--- config.mk ---
export PLATFORM = sky130hd
export DESIGN_NAME = q4k_block_dequantizer
export DESIGN_NICKNAME = d
export VERILOG_FILES = /design/src/rtl/core/q4k_pkg.sv /design/src/rtl/core/q4k_front.sv /design/src/rtl/core/q4k_queue.sv /design/src/rtl/core/q4k_back.sv /design/src/rtl/core/q4k_block_dequantizer.sv
export SDC_FILE = /design/constraint.sdc
export NUM_CORES = 2
export LEC_CHECK = 0
export BUFFER_PORTS_ARGS = -buffer_cell sky130_fd_sc_hd__buf_2
export CORE_ASPECT_RATIO = 1.2
export CORE_MARGIN = 4
export CORE_UTILIZATION = 58
export CTS_BUF_LIST = sky130_fd_sc_hd__clkbuf_4
export CTS_CLUSTER_DIAMETER = 40
export DETAILED_ROUTE_END_ITERATION = 8
export GPL_TIMING_DRIVEN = 0
export PLACE_DENSITY = 0.78
export SETUP_SLACK_MARGIN = 0.4
export SYNTH_ARGS = -nofsm -noshare
export SYNTH_HDL_FRONTEND = slang
export SYNTH_HIERARCHICAL = 1
export SYNTH_SLANG_ARGS = --single-unit
--- constraint.sdc ---
create_clock -name clock -period 13.3 [get_ports clock]
set_clock_uncertainty 0.2 [all_clocks]
set_input_delay 2.66 -clock clock [delete_from_list [all_inputs] [get_ports clock]]
set_output_delay 2.66 -clock clock [all_outputs]
set_load 0.1 [all_outputs]
--- src/rtl/core/q4k_pkg.sv ---
// shared types, constants and helpers of the q4_k block dequantizer
`timescale 1ns / 1ps

package q4k_pkg;

   localparam logic [4:0] WORDS_PER_BLOCK = 5'd18;
   localparam logic [4:0] POS_SCALE_WORD0 = 5'd0;
   localparam logic [4:0] POS_SCALE_WORD1 = 5'd1;
   localparam logic [4:0] POS_FIRST_QUANT = 5'd2;
   localparam logic [3:0] LAST_RESULT     = 4'd15;
   localparam int         FIXED_WIDTH     = 41;
   localparam int         VALUE_WIDTH     = 51;

   // one quant word and everything the back end needs to expand it
   typedef struct packed {
      logic [63:0]                   quant_word;
      logic [1:0]                    group;
      logic [1:0]                    chunk;
      logic signed [FIXED_WIDTH-1:0] d_fixed;
      logic signed [FIXED_WIDTH-1:0] dm_fixed;
      logic [5:0]                    scale_lo;
      logic [5:0]                    min_lo;
      logic [5:0]                    scale_hi;
      logic [5:0]                    min_hi;
      logic                          not_finite;
   } q4k_entry_type;

   typedef struct packed {
      logic full;
      logic valid;
   } q4k_qstat_type;

   typedef struct packed {
      logic [5:0] scale;
      logic [5:0] minimum;
   } q4k_submin_type;

   function automatic logic q4k_half_bad(input logic [15:0] h);
      return h[14:10] == 5'h1f;
   endfunction

   // finite half in units of 2^-24
   function automatic logic signed [FIXED_WIDTH-1:0] q4k_half_fixed(input logic [15:0] h);
      logic [4:0]             e;
      logic [39:0]            mag;
      logic signed [FIXED_WIDTH-1:0] smag;
      e = h[14:10];
      if (e == 5'd0) begin
         mag = {30'd0, h[9:0]};
      end else begin
         mag = {29'd0, 1'b1, h[9:0]} << (e - 5'd1);
      end
      smag = $signed({1'b0, mag});
      return h[15] ? -smag : smag;
   endfunction

   function automatic logic [7:0] q4k_byte(input logic [95:0] s, input logic [3:0] idx);
      return s[{idx, 3'b000} +: 8];
   endfunction

   function automatic q4k_submin_type q4k_sub_scale_min(input logic [95:0] s,
                                                        input logic [2:0] i);
      q4k_submin_type r;
      logic [7:0]     b_lo;
      logic [7:0]     b_hi;
      logic [7:0]     b_up;
      b_lo = q4k_byte(s, {1'b0, i});
      b_hi = q4k_byte(s, {1'b0, i} + 4'd4);
      b_up = q4k_byte(s, {1'b0, i} - 4'd4);
      if (!i[2]) begin
         r.scale   = b_lo[5:0] & 6'h3f;
         r.minimum = b_hi[5:0] & 6'h3f;
      end else begin
         r.scale   = {b_up[7:6], b_hi[3:0] & 4'hf};
         r.minimum = {b_lo[7:6], b_hi[7:4]};
      end
      return r;
   endfunction

endpackage

--- src/rtl/core/q4k_front.sv ---
// front end: tracks word position, keeps block scales, classifies words
`timescale 1ns / 1ps

module q4k_front (
   input  logic                   clock,
   input  logic                   reset,
   input  logic                   accept,
   input  logic [63:0]            block_word,
   input  logic                   block_start,
   output logic                   q_push,
   output q4k_pkg::q4k_entry_type q_entry
);

   logic [4:0]  word_position_ff, word_position_in;
   logic [15:0] super_scale_ff, super_scale_in;
   logic [15:0] super_minimum_ff, super_minimum_in;
   logic [95:0] packed_ff, packed_in;
   logic [4:0]  pos;
   logic [4:0]  quant_pos;
   logic        bad;
   q4k_pkg::q4k_submin_type sm_lo, sm_hi;

   assign pos       = block_start ? q4k_pkg::POS_SCALE_WORD0 : word_position_ff;
   assign quant_pos = pos - q4k_pkg::POS_FIRST_QUANT;
   assign bad       = q4k_pkg::q4k_half_bad(super_scale_ff) ||
                      q4k_pkg::q4k_half_bad(super_minimum_ff);
   assign sm_lo     = q4k_pkg::q4k_sub_scale_min(packed_ff, {quant_pos[3:2], 1'b0});
   assign sm_hi     = q4k_pkg::q4k_sub_scale_min(packed_ff, {quant_pos[3:2], 1'b1});

   always_comb begin
      word_position_in = word_position_ff;
      super_scale_in   = super_scale_ff;
      super_minimum_in = super_minimum_ff;
      packed_in        = packed_ff;
      q_push           = 1'b0;
      if (accept) begin
         if (pos >= q4k_pkg::WORDS_PER_BLOCK) begin
            word_position_in = q4k_pkg::WORDS_PER_BLOCK;
         end else begin
            word_position_in = pos + 5'd1;
            if (pos == q4k_pkg::POS_SCALE_WORD0) begin
               super_scale_in   = block_word[15:0];
               super_minimum_in = block_word[31:16];
               packed_in[31:0]  = block_word[63:32];
            end else if (pos == q4k_pkg::POS_SCALE_WORD1) begin
               packed_in[95:32] = block_word;
            end else begin
               q_push = 1'b1;
            end
         end
      end
   end

   always_comb begin
      q_entry.quant_word = block_word;
      q_entry.group      = quant_pos[3:2];
      q_entry.chunk      = quant_pos[1:0];
      q_entry.d_fixed    = bad ? '0 : q4k_pkg::q4k_half_fixed(super_scale_ff);
      q_entry.dm_fixed   = bad ? '0 : q4k_pkg::q4k_half_fixed(super_minimum_ff);
      q_entry.scale_lo   = sm_lo.scale;
      q_entry.min_lo     = sm_lo.minimum;
      q_entry.scale_hi   = sm_hi.scale;
      q_entry.min_hi     = sm_hi.minimum;
      q_entry.not_finite = bad;
   end

   always_ff @(posedge clock) begin
      if (reset) begin
         word_position_ff <= '0;
         super_scale_ff   <= '0;
         super_minimum_ff <= '0;
      end else begin
         word_position_ff <= word_position_in;
         super_scale_ff   <= super_scale_in;
         super_minimum_ff <= super_minimum_in;
      end
      packed_ff <= packed_in;
   end

endmodule

--- src/rtl/core/q4k_queue.sv ---
// two-entry queue of classified quant words between front and back
`timescale 1ns / 1ps

module q4k_queue (
   input  logic                   clock,
   input  logic                   reset,
   input  logic                   push,
   input  q4k_pkg::q4k_entry_type push_entry,
   input  logic                   pop,
   output q4k_pkg::q4k_entry_type head,
   output q4k_pkg::q4k_qstat_type status
);

   q4k_pkg::q4k_entry_type entries_ff [2];
   logic       wr_ptr_ff, wr_ptr_in;
   logic       rd_ptr_ff, rd_ptr_in;
   logic [1:0] count_ff, count_in;

   assign head         = entries_ff[rd_ptr_ff];
   assign status.full  = count_ff == 2'd2;
   assign status.valid = count_ff != 2'd0;

   always_comb begin
      wr_ptr_in = push ? ~wr_ptr_ff : wr_ptr_ff;
      rd_ptr_in = pop ? ~rd_ptr_ff : rd_ptr_ff;
      count_in  = count_ff + {1'b0, push} - {1'b0, pop};
   end

   always_ff @(posedge clock) begin
      if (reset) begin
         wr_ptr_ff <= 1'b0;
         rd_ptr_ff <= 1'b0;
         count_ff  <= '0;
      end else begin
         wr_ptr_ff <= wr_ptr_in;
         rd_ptr_ff <= rd_ptr_in;
         count_ff  <= count_in;
      end
      if (push) begin
         entries_ff[wr_ptr_ff] <= push_entry;
      end
   end

endmodule

--- src/rtl/core/q4k_back.sv ---
// back end: expands one quant word into sixteen values over a three-stage pipe
`timescale 1ns / 1ps

module q4k_back (
   input  logic                   clock,
   input  logic                   reset,
   input  q4k_pkg::q4k_entry_type head,
   input  logic                   head_valid,
   output logic                   head_pop,
   input  logic                   out_pop,
   output logic                   out_valid,
   output logic [7:0]             out_index,
   output logic signed [q4k_pkg::VALUE_WIDTH-1:0] out_value,
   output logic                   out_not_finite,
   output logic                   out_last
);

   logic       advance;
   logic       issue;
   logic [3:0] cnt_ff, cnt_in;
   logic       half;
   logic [7:0] quant_byte;
   logic [3:0] nibble;
   logic [5:0] scale_sel;
   logic [5:0] min_sel;

   // stage 1
   logic                                  s1_v_ff;
   logic [7:0]                            s1_index_ff;
   logic [9:0]                            s1_sq_ff, s1_sq_in;
   logic [5:0]                            s1_mn_ff;
   logic signed [q4k_pkg::FIXED_WIDTH-1:0] s1_d_ff, s1_dm_ff;
   logic                                  s1_bad_ff, s1_last_ff;
   // stage 2
   logic                                  s2_v_ff;
   logic [7:0]                            s2_index_ff;
   logic signed [51:0]                    s2_a_ff, s2_a_in;
   logic signed [51:0]                    s2_b_ff, s2_b_in;
   logic signed [47:0]                    b_prod;
   logic                                  s2_bad_ff, s2_last_ff;
   // stage 3, the output word
   logic                                  s3_v_ff;
   logic [7:0]                            s3_index_ff;
   logic signed [51:0]                    diff;
   logic signed [q4k_pkg::VALUE_WIDTH-1:0] s3_value_ff;
   logic                                  s3_bad_ff, s3_last_ff;

   assign advance    = !s3_v_ff || out_pop;
   assign issue      = advance && head_valid;
   assign head_pop   = issue && (cnt_ff == q4k_pkg::LAST_RESULT);
   assign cnt_in     = issue ? cnt_ff + 4'd1 : cnt_ff;

   // low nibbles of all eight bytes first, then the high nibbles
   assign half       = cnt_ff[3];
   assign quant_byte = head.quant_word[{cnt_ff[2:0], 3'b000} +: 8];
   assign nibble     = half ? quant_byte[7:4] : quant_byte[3:0];
   assign scale_sel  = half ? head.scale_hi : head.scale_lo;
   assign min_sel    = half ? head.min_hi : head.min_lo;
   assign s1_sq_in   = {4'd0, scale_sel} * {6'd0, nibble};

   assign s2_a_in    = s1_d_ff * $signed({1'b0, s1_sq_ff});
   assign b_prod     = s1_dm_ff * $signed({1'b0, s1_mn_ff});
   assign s2_b_in    = {{4{b_prod[47]}}, b_prod};
   assign diff       = s2_a_ff - s2_b_ff;

   always_ff @(posedge clock) begin
      if (reset) begin
         cnt_ff  <= '0;
         s1_v_ff <= 1'b0;
         s2_v_ff <= 1'b0;
         s3_v_ff <= 1'b0;
      end else begin
         cnt_ff <= cnt_in;
         if (advance) begin
            s1_v_ff <= issue;
            s2_v_ff <= s1_v_ff;
            s3_v_ff <= s2_v_ff;
         end
      end
      if (advance) begin
         s1_index_ff <= {head.group, half, head.chunk, cnt_ff[2:0]};
         s1_sq_ff    <= s1_sq_in;
         s1_mn_ff    <= min_sel;
         s1_d_ff     <= head.d_fixed;
         s1_dm_ff    <= head.dm_fixed;
         s1_bad_ff   <= head.not_finite;
         s1_last_ff  <= cnt_ff == q4k_pkg::LAST_RESULT;
         s2_index_ff <= s1_index_ff;
         s2_a_ff     <= s2_a_in;
         s2_b_ff     <= s2_b_in;
         s2_bad_ff   <= s1_bad_ff;
         s2_last_ff  <= s1_last_ff;
         s3_index_ff <= s2_index_ff;
         s3_value_ff <= diff[q4k_pkg::VALUE_WIDTH-1:0];
         s3_bad_ff   <= s2_bad_ff;
         s3_last_ff  <= s2_last_ff;
      end
   end

   assign out_valid      = s3_v_ff;
   assign out_index      = s3_index_ff;
   assign out_value      = s3_value_ff;
   assign out_not_finite = s3_bad_ff;
   assign out_last       = s3_last_ff;

endmodule

--- src/rtl/core/q4k_block_dequantizer.sv ---
// top level of the q4_k super-block dequantizer
// the first value of a quant word goes via the queue entry, then pipe stages 1, 2 and 3
// a quant word gives sixteen values, one per cycle from the back-end pipe while the
// result port is empty or popped; scale words and excess words give no values
// a two-word queue lets up to two quant words wait while the back end drains
// reset clears word position, half scales, queue and pipe; scale bytes stay until written
`timescale 1ns / 1ps

module q4k_block_dequantizer (
   input  logic        clock,
   input  logic        reset,
   input  logic        req_push,
   output logic        req_full,
   input  logic [63:0] req_block_word,
   input  logic        req_block_start,
   output logic        rsp_empty,
   input  logic        rsp_pop,
   output logic [7:0]  rsp_element_index,
   output logic signed [50:0] rsp_value,
   output logic        rsp_scale_not_finite,
   output logic        rsp_last_in_run
);

   logic                   accept;
   logic                   q_push;
   logic                   q_pop;
   logic                   out_valid;
   q4k_pkg::q4k_entry_type q_entry;
   q4k_pkg::q4k_entry_type q_head;
   q4k_pkg::q4k_qstat_type q_status;

   assign req_full = q_status.full;
   assign accept   = req_push && !req_full;

   q4k_front u_front (
      .clock       (clock),
      .reset       (reset),
      .accept      (accept),
      .block_word  (req_block_word),
      .block_start (req_block_start),
      .q_push      (q_push),
      .q_entry     (q_entry)
   );

   q4k_queue u_queue (
      .clock      (clock),
      .reset      (reset),
      .push       (q_push),
      .push_entry (q_entry),
      .pop        (q_pop),
      .head       (q_head),
      .status     (q_status)
   );

   q4k_back u_back (
      .clock          (clock),
      .reset          (reset),
      .head           (q_head),
      .head_valid     (q_status.valid),
      .head_pop       (q_pop),
      .out_pop        (rsp_pop),
      .out_valid      (out_valid),
      .out_index      (rsp_element_index),
      .out_value      (rsp_value),
      .out_not_finite (rsp_scale_not_finite),
      .out_last       (rsp_last_in_run)
   );

   assign rsp_empty = !out_valid;

   // the last word of a run is the high nibble of the eighth byte
   assert property (@(posedge clock) disable iff (reset)
      (!rsp_empty && rsp_last_in_run) |->
         (rsp_element_index[5] && (rsp_element_index[2:0] == 3'b111)))
      else $error("last_in_run on a word that is not the sixteenth");

   assert property (@(posedge clock) disable iff (reset)
      (!rsp_empty && rsp_scale_not_finite) |-> (rsp_value == '0))
      else $error("nonzero value with a non-finite scale");

   assert property (@(posedge clock) disable iff (reset)
      q_pop |-> q_status.valid)
      else $error("queue popped while empty");

   assert property (@(posedge clock) disable iff (reset)
      q_push |-> !q_status.full)
      else $error("queue pushed while full");

endmodule

==> flow_metrics.py <==
metrics = {
    "clock_network": {
        "cts_setup_buffers": 0,
        "cts.htree.levels": 4,
        "cts-resized-gates": 0,
        "cts.sinks": 773,
        "clock_latency_ps": 1150,
        "cts_tree": "yes",
        "cts_buffers": 182,
        "clkTransAtPathRegs_ps": 70,
        "cts_hold_buf": 0,
        "clock-root-buffer": "clkbuf_4",
        "clockBufferDepth": 3,
    },
    "setup_path": {
        "slowest_stage": "o311ai_1",
        "arrival_ps": 8810,
        "path_max_fanout": 10,
        "max_stage_delay_ps": 670,
        "cp_cell_sequence": "clkbuf_1 -> nand2_1 -> fa_1 -> inv_1 -> fa_1 -> fa_1 -> fa_1 -> inv_1 -> fa_1 -> inv_1 -> ha_1 -> a21oi_1 -> and2_1 -> a22o_1 -> a31oi_1 -> a221oi_2 -> nor2b_1 -> o31ai_2 -> o311ai_1 -> a211oi_1 -> xnor2_1",
        "cpMostUsedCell": "fa_1",
        "path_class": "register to register",
        "worst_ep_required_time_ps": 13970,
        "end_kind": "register",
        "crit_path_start_kind": "register",
    },
    "grt": {
        "track_usage_pct": 27.5,
        "grt_pass1_vias": 42426,
        "grt_max_degree": 69,
        "grt_pass1_wl_um": 230000,
        "overflow": 0,
        "grt_antenna_before_repair": 5,
    },
    "placed_design": {
        "place_inst": 6822,
        "portBuffers": 131,
        "post-place-ws_ps": 5300,
        "dpl.hpwl_um": 114000,
        "place_congestion": 0.943,
    },
    "timing": {
        "period_share_pct": 61.1,
        "drv_slew": 0,
        "rsz0062_at_grt": "no",
        "fin_crit_ps": 8130,
        "fmax_mhz": 123,
        "setup_violations": 0,
        "setup_slack_ps": 5170,
        "worst_pin_slew_ps": 1190,
        "hold_viol": 0,
        "slew_headroom_pct": 19.8,
    },
    "die": {
        "core_mm2": 0.101,
        "ios": 132,
        "die_w_um": 300,
        "start_util_pct": 58.4,
        "rows": 128,
        "die_h_um": 358,
        "dieArea_mm2": 0.107,
    },
    "route": {
        "vias": 40912,
        "routed_wirelength_um": 146000,
        "drc": 0,
        "ant_nets": 0,
        "viasPerCell": 5.71,
        "wl_per_cell_um": 20.3,
        "firstDrtPassIters": 6,
        "drt_iter0_drc": 3335,
    },
    "finish": {
        "instances_no_fill": 7167,
        "num-nets-final": 6514,
        "fillers": 7811,
        "drive_gt1_share_pct": 15.4,
        "area.growth.synth_to_final_pct": 9.10,
    },
    "synth": {
        "yosysTopAreaCell": "edfxtp_1",
        "synth_edf_count": 724,
        "yosysTopAreaCellShare_pct": 36.7,
        "synth_top_cells_by_area": "edfxtp_1, fa_1, ha_1, and2_1, inv_1",
        "post-synth-top-count-cell": "edfxtp_1",
        "ys_ff_latch": 773,
        "syn_area_mm2": 0.0592,
        "yosys_warnings": 6,
        "synth-seq-area-share_pct": 38.4,
        "avgSynthCellArea_um2": 11.2,
        "synth_nets": 6179,
        "async_flop_share_pct": 0,
        "synth_cells": 5307,
        "ys_types": 107,
        "netlist_top_cells_count": "edfxtp_1, inv_1, fa_1",
        "synth_flop_cell": "edfxtp_1",
    },
    "status": {
        "status": "finished, final reports clean",
    },
    "worst_hold_path": {
        "hold_class": "register to register",
    },
    "run": {
        "maxCapViolations": 0,
    },
}
==> final cells by class <==
class / instances / area [µm²] / share of cell area (%)
sequential: 773 / 22700 / 35.2
clock inverter: 66 / 617 / 0.955
inverter: 660 / 2480 / 3.83
timing repair buffer: 151 / 998 / 1.55
tap: 1365 / 1710 / 2.64
buffer: 327 / 1670 / 2.58
multi-input combinational: 3547 / 32400 / 50.1
antenna: 9 / 22.5 / 0.0349
clock buffer: 269 / 2020 / 3.13
==> critical path, delay by kind of cell (launching register included) <==
kind / cells / cell delay [ps]
xor+xnor: 1 / 310
flops: 1 / 590
fa+ha+maj: 6 / 3100
simple gates: 3 / 730
buf+inv: 4 / 810
compound gates: 7 / 2170
==> state kept, by name, summed over array words and instances (netlist names), 2 cells and up, named ones only <==
name and count:
u_queue/count_ff 2, u_back/s1_sq_ff 10, u_front/packed_ff 96, u_queue/entries_ff 350, u_front/word_position_ff 5, u_back/s1_d_ff 41, u_back/s1_mn_ff 6, u_front/super_minimum_ff 16
u_back/cnt_ff 4, u_back/s2_a_ff 51, u_front/super_scale_ff 16, u_back/s1_dm_ff 41, u_back/s2_index_ff 8, u_back/s1_index_ff 8, u_back/out_index 8, u_back/out_value 51
u_back/s2_b_ff 48
==> per-layer routing <==
layer	track usage [%]	vias up	part of all wire (%)
li1	-	18788	-
met1	33.0	20108	39
met2	47.4	1596	49
met3	4.92	420	6.0
met4	15.1	0	5.7
met5	0	-	0
==> cell usage in the layout (no fill, tap or decap), types with 15 or more instances in the layout <==
master    netlist  final
a211oi_1       25     25
a21o_1         81     81
a21oi_1       220    220
a31oi_1        35     35
and2_1        414    413
and3_1         23     23
buf_1          16     15
buf_2          14    146
buf_4          67     74
buf_6          22     22
clkbuf_1      208    207
clkbuf_4        0    270
clkinv_1        0     29
dfxtp_1        49     49
edfxtp_1      724    724
fa_1          518    518
ha_1          285    285
inv_1         657    657
mux2_2        208    208
mux2i_1        24     24
mux4_2         62     62
nand2_1       508    508
nand2b_1       39     39
nand3_1        56     56
nand4_1        29     29
nor2_1        233    233
nor2b_1        37     36
nor3_1         37     37
o211ai_1       19     19
o21a_1         26     26
o21ai_0       146    146
o21bai_1       29     29
o31ai_1        19     19
xnor2_1       138    138
xor2_1         83     83
==> logic make-up after synthesis <==
family | after synthesis | synth area share (%)
flops | 773 | 38.4
xor+xnor | 222 | 3.31
mux | 296 | 6.79
fa+ha+maj | 803 | 23.5
buf+inv | 987 | 6.99
simple gates | 1455 | 12.3
compound gates | 771 | 8.74
==> through the flow <==
| step | TNS [ps] | cell area, µm² | hold slack (ps) | util, % |
|---|---|---|---|---|
| finish | 0 | 64600 | 220 | 63.7 |
| global route | 0 | 64600 | 228 | 63.7 |
| CTS | 0 | 64600 | 221 | 63.7 |
| detailed placement | 0 | 61900 | 205 | 61.1 |
| global placement | -1068070 | 61600 | 205 | 60.7 |
| floorplan | 0 | 59200 | 200 | - |
==> path summary, 6_finish.rpt <==
kind,from,endpoint,slack (ps),cells past startpoint
worst max-delay path,u_back/s1_sq_ff[5],u_back/s2_a_ff[48],5170,21
worst min-delay path,u_back/s1_index_ff[2],u_back/s2_index_ff[2],220,0
worst max register to register,u_back/s1_sq_ff[5],u_back/s2_a_ff[48],5170,21
worst min register to register,u_back/s1_index_ff[2],u_back/s2_index_ff[2],220,0
Power is not shown: default switching activity piles up to over one toggle a cycle in this logic, so the estimate is an artifact.
